### src/sv/dfu_pkg.sv
`timescale 1ns / 1ps

package dfu_pkg;

  localparam int DFU_BLOCK_BYTES = 1024;

  typedef enum logic [2:0] {
    OP_DNLOAD      = 3'd0,
    OP_GETSTATUS   = 3'd1,
    OP_GETSTATE    = 3'd2,
    OP_CLRSTATUS   = 3'd3,
    OP_ABORT       = 3'd4,
    OP_STATUS_DONE = 3'd5,
    OP_OTHER       = 3'd6
  } op_t;

  typedef enum logic [3:0] {
    ST_IDLE     = 4'd2,
    ST_DNSYNC   = 4'd3,
    ST_DNBUSY   = 4'd4,
    ST_DNIDLE   = 4'd5,
    ST_MFSYNC   = 4'd6,
    ST_MANIFEST = 4'd7,
    ST_ERROR    = 4'd10
  } state_t;

  typedef enum logic [1:0] {
    CMD_NONE    = 2'd0,
    CMD_PROGRAM = 2'd1,
    CMD_ERASE   = 2'd2
  } cmd_t;

  typedef enum logic [1:0] {
    CFG_TARGET_SEL = 2'd0,
    CFG_APP_BASE   = 2'd1,
    CFG_MAP_BASE   = 2'd2,
    CFG_MARKER     = 2'd3
  } cfg_idx_t;

  localparam logic [1:0] RTYPE_CLASS   = 2'b01;
  localparam logic [2:0] LEN_GETSTATUS = 3'd6;
  localparam logic [2:0] LEN_GETSTATE  = 3'd1;
  localparam logic [2:0] LEN_NONE      = 3'd0;
  localparam logic [6:0] POLL_MS       = 7'd100;
  localparam logic       STATUS_OK     = 1'b0;
  localparam logic       STATUS_NOTDONE = 1'b1;

  typedef struct packed {
    logic [2:0]  operation;
    logic [7:0]  request_type;
    logic [15:0] block_number;
    logic [15:0] transfer_length;
  } req_t;

  typedef struct packed {
    logic        handled;
    logic [2:0]  reply_length;
    logic        status_code;
    logic [6:0]  poll_timeout;
    logic [3:0]  state_code;
    logic [1:0]  flash_command;
    logic [31:0] flash_address;
  } rsp_t;

endpackage

### src/sv/dfu_request_state_machine_top.sv
`timescale 1ns / 1ps

// DFU 1.1 download-session controller, device side.
// Input channel (in_*): one class request or one status-stage completion
// event per request, valid/ready. Output channel (out_*): exactly one reply
// per request, valid/ready, in request order.
// Configuration (cfg_*): write enable, register index, 32-bit data; write
// only while no request is in flight.
// Path: a request accepted on in_* is held in the input register; the state
// update is then registered into the reply register, which drives out_*.
// Throughput: one request per cycle while the reply register is empty or
// being accepted; the state update is a single pass through the decode logic
// plus one 16x32 multiply-add for the flash address. A full reply register
// that is not accepted stalls the input register, which deasserts in_ready
// once it also holds a request; nothing is lost or repeated.
// Reset: synchronous, active low. DFU state returns to idle, status ok,
// pending block/length zero, completion disarmed, all configuration registers zero.
// An armed completion in the manifest state emits the erase-and-reset command and
// returns the DFU state to its reset values; registers are kept.
module dfu_request_state_machine_top #(
  parameter int BLOCK_BYTES = dfu_pkg::DFU_BLOCK_BYTES,
  parameter int FLEN_W      = $clog2(BLOCK_BYTES + 1)
) (
  input  logic              clk,
  input  logic              rst_n,
  input  logic              cfg_we,
  input  logic [1:0]        cfg_index,
  input  logic [31:0]       cfg_data,
  input  logic              in_valid,
  output logic              in_ready,
  input  logic [2:0]        in_operation,
  input  logic [7:0]        in_request_type,
  input  logic [15:0]       in_block_number,
  input  logic [15:0]       in_transfer_length,
  output logic              out_valid,
  input  logic              out_ready,
  output logic              out_handled,
  output logic [2:0]        out_reply_length,
  output logic              out_status_code,
  output logic [6:0]        out_poll_timeout,
  output logic [3:0]        out_state_code,
  output logic [1:0]        out_flash_command,
  output logic [31:0]       out_flash_address,
  output logic [FLEN_W-1:0] out_flash_length
);
  import dfu_pkg::*;

  req_t              in_req;
  req_t              req;
  logic              req_valid;
  logic              advance;
  rsp_t              rsp;
  rsp_t              out_rsp;
  logic [FLEN_W-1:0] rsp_flen;

  assign in_req.operation       = in_operation;
  assign in_req.request_type    = in_request_type;
  assign in_req.block_number    = in_block_number;
  assign in_req.transfer_length = in_transfer_length;

  dfu_in_reg u_in_reg (
    .clk       (clk),
    .rst_n     (rst_n),
    .in_valid  (in_valid),
    .in_ready  (in_ready),
    .in_req    (in_req),
    .advance   (advance),
    .req_valid (req_valid),
    .req       (req)
  );

  dfu_ctrl #(
    .BLOCK_BYTES (BLOCK_BYTES),
    .FLEN_W      (FLEN_W)
  ) u_ctrl (
    .clk       (clk),
    .rst_n     (rst_n),
    .cfg_we    (cfg_we),
    .cfg_index (cfg_index),
    .cfg_data  (cfg_data),
    .fire      (req_valid && advance),
    .req       (req),
    .rsp       (rsp),
    .rsp_flen  (rsp_flen)
  );

  dfu_out_reg #(
    .FLEN_W (FLEN_W)
  ) u_out_reg (
    .clk       (clk),
    .rst_n     (rst_n),
    .req_valid (req_valid),
    .advance   (advance),
    .rsp       (rsp),
    .rsp_flen  (rsp_flen),
    .out_valid (out_valid),
    .out_ready (out_ready),
    .out_rsp   (out_rsp),
    .out_flen  (out_flash_length)
  );

  assign out_handled       = out_rsp.handled;
  assign out_reply_length  = out_rsp.reply_length;
  assign out_status_code   = out_rsp.status_code;
  assign out_poll_timeout  = out_rsp.poll_timeout;
  assign out_state_code    = out_rsp.state_code;
  assign out_flash_command = out_rsp.flash_command;
  assign out_flash_address = out_rsp.flash_address;

endmodule

### src/sv/dfu_in_reg.sv
`timescale 1ns / 1ps

module dfu_in_reg (
  input  logic          clk,
  input  logic          rst_n,
  input  logic          in_valid,
  output logic          in_ready,
  input  dfu_pkg::req_t in_req,
  input  logic          advance,
  output logic          req_valid,
  output dfu_pkg::req_t req
);
  import dfu_pkg::*;

  logic vld_r, vld_nxt;
  req_t req_r;

  assign in_ready  = !vld_r || advance;
  assign req_valid = vld_r;
  assign req       = req_r;

  always_comb begin
    vld_nxt = vld_r;
    if (in_valid && in_ready) begin
      vld_nxt = 1'b1;
    end else if (advance) begin
      vld_nxt = 1'b0;
    end
  end

  always_ff @(posedge clk) begin
    if (!rst_n) begin
      vld_r <= 1'b0;
    end else begin
      vld_r <= vld_nxt;
    end
  end

  always_ff @(posedge clk) begin
    if (in_valid && in_ready) begin
      req_r <= in_req;
    end
  end

endmodule

### src/sv/dfu_ctrl.sv
`timescale 1ns / 1ps

module dfu_ctrl #(
  parameter int BLOCK_BYTES = dfu_pkg::DFU_BLOCK_BYTES,
  parameter int FLEN_W      = $clog2(BLOCK_BYTES + 1)
) (
  input  logic              clk,
  input  logic              rst_n,
  input  logic              cfg_we,
  input  logic [1:0]        cfg_index,
  input  logic [31:0]       cfg_data,
  input  logic              fire,
  input  dfu_pkg::req_t     req,
  output dfu_pkg::rsp_t     rsp,
  output logic [FLEN_W-1:0] rsp_flen
);
  import dfu_pkg::*;

  localparam logic [15:0]       BlockLen  = 16'(BLOCK_BYTES);
  localparam logic [31:0]       BlockMul  = 32'(BLOCK_BYTES);
  localparam logic [FLEN_W-1:0] BlockFlen = FLEN_W'(BLOCK_BYTES);

  logic        tsel_r;
  logic [31:0] app_base_r;
  logic [31:0] map_base_r;
  logic [31:0] marker_r;

  state_t            st_r, st_nxt;
  logic              status_r, status_nxt;
  logic [15:0]       pblk_r, pblk_nxt;
  logic [FLEN_W-1:0] plen_r, plen_nxt;
  logic              armed_r, armed_nxt;
  logic              mf_reset;
  logic [31:0]       base;

  assign base = tsel_r ? map_base_r : app_base_r;

  always_ff @(posedge clk) begin
    if (!rst_n) begin
      tsel_r     <= 1'b0;
      app_base_r <= '0;
      map_base_r <= '0;
      marker_r   <= '0;
    end else if (cfg_we) begin
      case (cfg_idx_t'(cfg_index))
        CFG_TARGET_SEL: tsel_r     <= cfg_data[0];
        CFG_APP_BASE:   app_base_r <= cfg_data;
        CFG_MAP_BASE:   map_base_r <= cfg_data;
        CFG_MARKER:     marker_r   <= cfg_data;
        default: ;
      endcase
    end
  end

  always_ff @(posedge clk) begin
    if (!rst_n) begin
      st_r     <= ST_IDLE;
      status_r <= STATUS_OK;
      pblk_r   <= '0;
      plen_r   <= '0;
      armed_r  <= 1'b0;
    end else if (fire) begin
      st_r     <= st_nxt;
      status_r <= status_nxt;
      pblk_r   <= pblk_nxt;
      plen_r   <= plen_nxt;
      armed_r  <= armed_nxt;
    end
  end

  always_comb begin
    st_nxt     = st_r;
    status_nxt = status_r;
    pblk_nxt   = pblk_r;
    plen_nxt   = plen_r;
    armed_nxt  = armed_r;
    mf_reset   = 1'b0;
    rsp        = '0;
    rsp.handled = 1'b1;
    rsp.reply_length = LEN_NONE;
    rsp.flash_command = CMD_NONE;
    rsp_flen   = '0;

    if (op_t'(req.operation) == OP_STATUS_DONE) begin
      if (armed_r) begin
        armed_nxt = 1'b0;
        if (st_r == ST_DNBUSY) begin
          rsp.flash_command = CMD_PROGRAM;
          rsp.flash_address = base + 32'({16'd0, pblk_r} * BlockMul);
          rsp_flen          = plen_r;
          st_nxt            = ST_DNIDLE;
        end else if (st_r == ST_MANIFEST) begin
          rsp.flash_command = CMD_ERASE;
          rsp.flash_address = marker_r;
          mf_reset          = 1'b1;
        end
      end
    end else begin
      armed_nxt = 1'b0;
      if (req.request_type[6:5] != RTYPE_CLASS) begin
        rsp.handled = 1'b0;
      end else begin
        case (op_t'(req.operation))
          OP_DNLOAD: begin
            if (st_r inside {ST_IDLE, ST_DNIDLE}) begin
              pblk_nxt = req.block_number;
              plen_nxt = (req.transfer_length > BlockLen) ? BlockFlen
                                                          : FLEN_W'(req.transfer_length);
              st_nxt   = (req.transfer_length == 16'd0) ? ST_MFSYNC : ST_DNSYNC;
            end else begin
              status_nxt = STATUS_NOTDONE;
              st_nxt     = ST_ERROR;
            end
          end
          OP_GETSTATUS: begin
            if (st_r == ST_DNSYNC) begin
              st_nxt           = ST_DNBUSY;
              rsp.poll_timeout = POLL_MS;
              status_nxt       = STATUS_OK;
            end else if (st_r == ST_MFSYNC) begin
              st_nxt     = ST_MANIFEST;
              status_nxt = STATUS_OK;
            end else if (st_r != ST_ERROR) begin
              status_nxt = STATUS_OK;
            end
            rsp.reply_length = LEN_GETSTATUS;
            armed_nxt        = 1'b1;
          end
          OP_GETSTATE: begin
            rsp.reply_length = LEN_GETSTATE;
          end
          OP_CLRSTATUS: begin
            if (st_r == ST_ERROR) begin
              status_nxt = STATUS_OK;
              st_nxt     = ST_IDLE;
            end
          end
          OP_ABORT: begin
            status_nxt = STATUS_OK;
            st_nxt     = ST_IDLE;
          end
          default: begin
            rsp.handled = 1'b0;
          end
        endcase
      end
    end

    rsp.status_code = status_nxt;
    rsp.state_code  = st_nxt;

    if (mf_reset) begin
      st_nxt     = ST_IDLE;
      status_nxt = STATUS_OK;
      pblk_nxt   = '0;
      plen_nxt   = '0;
      armed_nxt  = 1'b0;
    end
  end

endmodule

### src/sv/dfu_out_reg.sv
`timescale 1ns / 1ps

module dfu_out_reg #(
  parameter int FLEN_W = 11
) (
  input  logic              clk,
  input  logic              rst_n,
  input  logic              req_valid,
  output logic              advance,
  input  dfu_pkg::rsp_t     rsp,
  input  logic [FLEN_W-1:0] rsp_flen,
  output logic              out_valid,
  input  logic              out_ready,
  output dfu_pkg::rsp_t     out_rsp,
  output logic [FLEN_W-1:0] out_flen
);
  import dfu_pkg::*;

  logic              vld_r, vld_nxt;
  rsp_t              rsp_r;
  logic [FLEN_W-1:0] flen_r;
  logic              load;

  assign advance   = !vld_r || out_ready;
  assign load      = req_valid && advance;
  assign out_valid = vld_r;
  assign out_rsp   = rsp_r;
  assign out_flen  = flen_r;

  always_comb begin
    vld_nxt = vld_r;
    if (load) begin
      vld_nxt = 1'b1;
    end else if (out_ready) begin
      vld_nxt = 1'b0;
    end
  end

  always_ff @(posedge clk) begin
    if (!rst_n) begin
      vld_r <= 1'b0;
    end else begin
      vld_r <= vld_nxt;
    end
  end

  always_ff @(posedge clk) begin
    if (load) begin
      rsp_r  <= rsp;
      flen_r <= rsp_flen;
    end
  end

endmodule

### config.mk
export PLATFORM = sky130hd
export DESIGN_NAME = dfu_request_state_machine_top
export DESIGN_NICKNAME = d
export VERILOG_FILES = /design/src/sv/dfu_pkg.sv /design/src/sv/dfu_request_state_machine_top.sv /design/src/sv/dfu_in_reg.sv /design/src/sv/dfu_ctrl.sv /design/src/sv/dfu_out_reg.sv
export SDC_FILE = /design/constraint.sdc
export NUM_CORES = 1
export LEC_CHECK = 0
export BUFFER_PORTS_ARGS = -buffer_cell sky130_fd_sc_hd__buf_2
export CORE_MARGIN = 5
export CORE_UTILIZATION = 51
export DETAILED_ROUTE_END_ITERATION = 8
export PLACE_DENSITY = 0.76
export SYNTH_ARGS = -nofsm -noshare
export SYNTH_HDL_FRONTEND = slang
export SYNTH_SLANG_ARGS = --single-unit
### constraint.sdc
create_clock -name clk -period 3.6 [get_ports clk]
set_clock_uncertainty 0.2 [all_clocks]
set_input_delay 1.08 -clock clk [delete_from_list [all_inputs] [get_ports clk]]
set_output_delay 1.08 -clock clk [all_outputs]
set_load 0.1 [all_outputs]
==> Flow_metrics.wiki <==
{| class="wikitable"
! Metric !! Value
|-
| Number of enable-type register cells in the synthesized netlist || 91
|-
| Final global-route overflow total || 0
|-
| Number of buffers and inverters on the critical path || 1
|-
| Yosys warnings || 0
|-
| Slack of the critical path || 161 ps
|-
| Kind of capture point of the worst setup path || register
|-
| Layout Nets || 1,158
|-
| Setup Fix Bufs, Post-CTS || 0
|-
| Fraction of registers with async set/reset || 0%
|-
| CTS Sinks || 223
|-
| DRC Markers || 0
|-
| Pleak || 0.00416 µW
|-
| Number of top-level pins || 145
|-
| Maximum frequency from static timing analysis || 291 MHz
|-
| Pin count of the biggest net entering global routing || 133
|-
| Fillers || 1,595
|-
| Number of optimization iterations in the first detailed-route pass || 5
|-
| Bufs on Longest Clock Path || 3
|-
| CP Data Arrival Time || 3460 ps
|-
| Period utilisation layout || 95.5%
|-
| Clock-pin slew on the worst setup and hold paths || 60 ps
|-
| Worst path cell trace || buf_4, mux2_2, ha_1, nand2_1, or3b_2, o32a_1, nor4_2, xor2_1, o21ai_1
|-
| Max FO, Critical Path || 11
|-
| Cell area power density || 488 nW/µm²
|-
| Setup tns final || 0 ps
|-
| Hold-fix buffer count after cts || 0
|-
| Min Clock Period, post-route || 3440 ps
|-
| Starting density of the core || 51.5%
|-
| Required time reported for the critical path endpoint || 3630 ps
|-
| Most used flip-flop cell after synthesis || dfxtp_1
|-
| Post-DR vias/cell || 5.40
|-
| Cell family with the largest share of critical-path delay || simple AND/OR/NAND/NOR gates
|-
| Final-report max-slew violation count || 0
|-
| Sum of routed wire length over all layers || 21.4 mm
|-
| Flops & latches, synth || 223
|-
| Clock latency reported for the late side of the worst-skew pair || 490 ps
|-
| Leading cell type in the layout, fill and taps excluded || nand2_1
|-
| Post-Synthesis Cells || 947
|-
| Critical Path Slowest Stage Cell || dfxtp_2
|-
| Worst setup SP type || register
|-
| Relative area change from synthesis to final layout || 15.8%
|-
| Half-perimeter wire length after detailed placement || 13.8 mm
|-
| Number of placement rows || 50
|-
| Die span in x || 147 µm
|-
| Portion of the post-synthesis area used by sequential elements || 56.0%
|-
| Vias || 7,069
|-
| Share of the core filled with cells || 59.6%
|-
| Average cell area after synthesis || 10.1 µm²
|-
| TritonCTS clock tree || yes
|-
| Area taken by flip-flops and latches || 5380 µm²
|-
| Clk root buf || clkbuf_16
|-
| Total core area || 18,600 µm²
|-
| Status || finished clean
|-
| Most used cells in the layout excluding fill and tap cells || nand2_1, buf_2, dfxtp_1, a21boi_0, edfxtp_1
|-
| Final setup violation count || 0
|-
| Relative slew slack || 24.3%
|-
| Number of buffers created by CTS || 23
|-
| Number of buffers added on ports || 134
|-
| First-pass GRT wire length || 34.6 mm
|-
| Detail-routed net length per standard cell || 16.3 µm
|-
| Post-DRT Antenna Nets || 0
|-
| Vertical die dimension || 147 µm
|-
| Count of max-cap constraint violations || 0
|-
| Largest vdd supply drop || 0.348 mV
|-
| Fin cells || 1,309
|-
| Slowest stage delay, CP || 520 ps
|-
| Multi-input logic area || 3940 µm²
|-
| Iteration-0 DRC count of the detailed router || 454
|-
| Clock H-tree levels || 1
|-
| Overall die area || 21,700 µm²
|-
| Path type of the worst setup path || reg2reg
|-
| Final GP Congestion || 0.867
|-
| Overall Global Routing Usage || 19.3%
|-
| Antenna violations before repair || 0
|-
| Kind of path behind the tightest hold check || reg2reg
|-
| Count of unique library cells instantiated by Yosys || 59
|-
| Worst Setup Slack post-DPL || 195 ps
|-
| Number of placed instances, taps included || 1,268
|-
| Unrepaired setup endpoints after global routing || false
|-
| Number of inserted diodes || 0
|-
| Syn Std Cell Area || 9600 µm²
|-
| Tightest Pin Transition || 1140 ps
|-
| Layout cells sized above 1 || 19.2%
|-
| Number of global-route vias before repair || 6,706
|-
| Hold Vio Cnt, Final || 0
|}
==> cell type report <==
cell class                      count  area share, %
Inverter                            7          0.270
Multi-Input combinational cell    656           35.4
Clock buffer                       36           5.90
Clock inverter                      5          0.214
Sequential cell                   223           48.4
Tap cell                          234           2.63
Timing Repair Buffer              148           7.20
==> path summary, 6_finish.rpt <==
check             cells past startpoint                    end  slack (ps)                   from
setup / recovery                      9  u_out_reg.out_rsp[31]         160          u_ctrl.tsel_r
hold reg to reg                       2  u_ctrl.app_base_r[27]         260  u_ctrl.app_base_r[27]
hold / removal                        2  u_ctrl.app_base_r[27]         260  u_ctrl.app_base_r[27]
setup reg to reg                      9  u_out_reg.out_rsp[31]         160          u_ctrl.tsel_r
==> cells in the mapped netlist, types with 2 or more instances <==
| cell type | instances | area [µm²] |
|---|---|---|
| nor2_1 | 14 | 52.6 |
| xor2_1 | 12 | 105 |
| nor3_1 | 3 | 15.0 |
| and2_1 | 18 | 113 |
| nand3_1 | 5 | 25.0 |
| a21oi_1 | 23 | 115 |
| nor4_1 | 4 | 25.0 |
| o211ai_1 | 2 | 15.0 |
| ha_1 | 16 | 200 |
| o211a_1 | 2 | 20.0 |
| buf_4 | 9 | 67.6 |
| a31oi_1 | 4 | 25.0 |
| a21boi_0 | 98 | 736 |
| o31ai_1 | 2 | 15.0 |
| inv_1 | 7 | 26.3 |
| and3_1 | 2 | 12.5 |
| nand3b_1 | 4 | 30.0 |
| clkbuf_1 | 52 | 195 |
| a22oi_1 | 30 | 225 |
| or3b_2 | 2 | 17.5 |
| nor3b_1 | 3 | 22.5 |
| edfxtp_1 | 91 | 2730 |
| or3_1 | 3 | 18.8 |
| nand2b_1 | 4 | 25.0 |
| o21ai_1 | 2 | 10.0 |
| o21ai_0 | 41 | 205 |
| o21a_1 | 2 | 15.0 |
| dfxtp_1 | 132 | 2640 |
| a211o_1 | 2 | 17.5 |
| mux2_2 | 15 | 169 |
| mux2i_1 | 19 | 190 |
| a22o_1 | 2 | 17.5 |
| xnor2_1 | 6 | 52.6 |
| nand2_1 | 245 | 920 |
| nor2b_1 | 38 | 238 |
| a21o_1 | 8 | 60.1 |
| nand4_1 | 3 | 18.8 |
==> layer usage <==
metal | share of wire, % | global-route usage (%) | up-vias
li1 | - | - | 3496
met1 | 45 | 25.8 | 3393
met2 | 49 | 33.6 | 158
met3 | 4.8 | 3.15 | 22
met4 | 1.1 | 3.63 | 0
met5 | 0 | 0 | -
==> report_power, final <==
part	total, µW	leakage, µW	internal [µW]	switching [µW]
clock	2160	0.000333	1250	914
sequential	2760	0.00194	2720	41.5
combinational	500	0.00188	126	374
==> what timing repair did <==
item,4_1_cts,5_1_grt
hold endpoints to repair,0,0
setup endpoints to repair,0,1
resized for setup,0,1
==> worst reg2reg max path, delay by kind of cell (launching register included) <==
family	cells	cell delay, ps
xor+xnor	1	200
buf+inv	1	250
simple gates	3	780
fa+ha+maj	1	360
mux	1	360
flops	1	520
compound gates	2	500
==> metrics by stage <==
step                area (µm²)  hold WS [ps]  power (µW)
global route             11100           275        5620
global placement         10400           246        3310
floorplan                 9620           239        3180
CTS                      11100           263        5460
finish                   11100           260        5420
detailed placement       10400           255        3310
==> state kept, by name (all words and copies together), names as in the netlist, 4 cells and up <==
signal	count
u_out_reg.out_rsp	43
u_in_reg.req	37
u_ctrl.map_base_r	32
u_ctrl.marker_r	32
u_ctrl.plen_r	11
u_ctrl.app_base_r	32
u_out_reg.out_flen	11
u_ctrl.st_r	4
u_ctrl.pblk_r	16
==> cell families after synthesis <==
family / synth area share, %
other cells: 0.0391
buf+inv: 3.23
xor+xnor: 1.64
fa+ha+maj: 2.29
flops: 56.0
simple gates: 16.9
mux: 3.74
compound gates: 16.1
No activity file was read; power rests on OpenSTA's default activity.
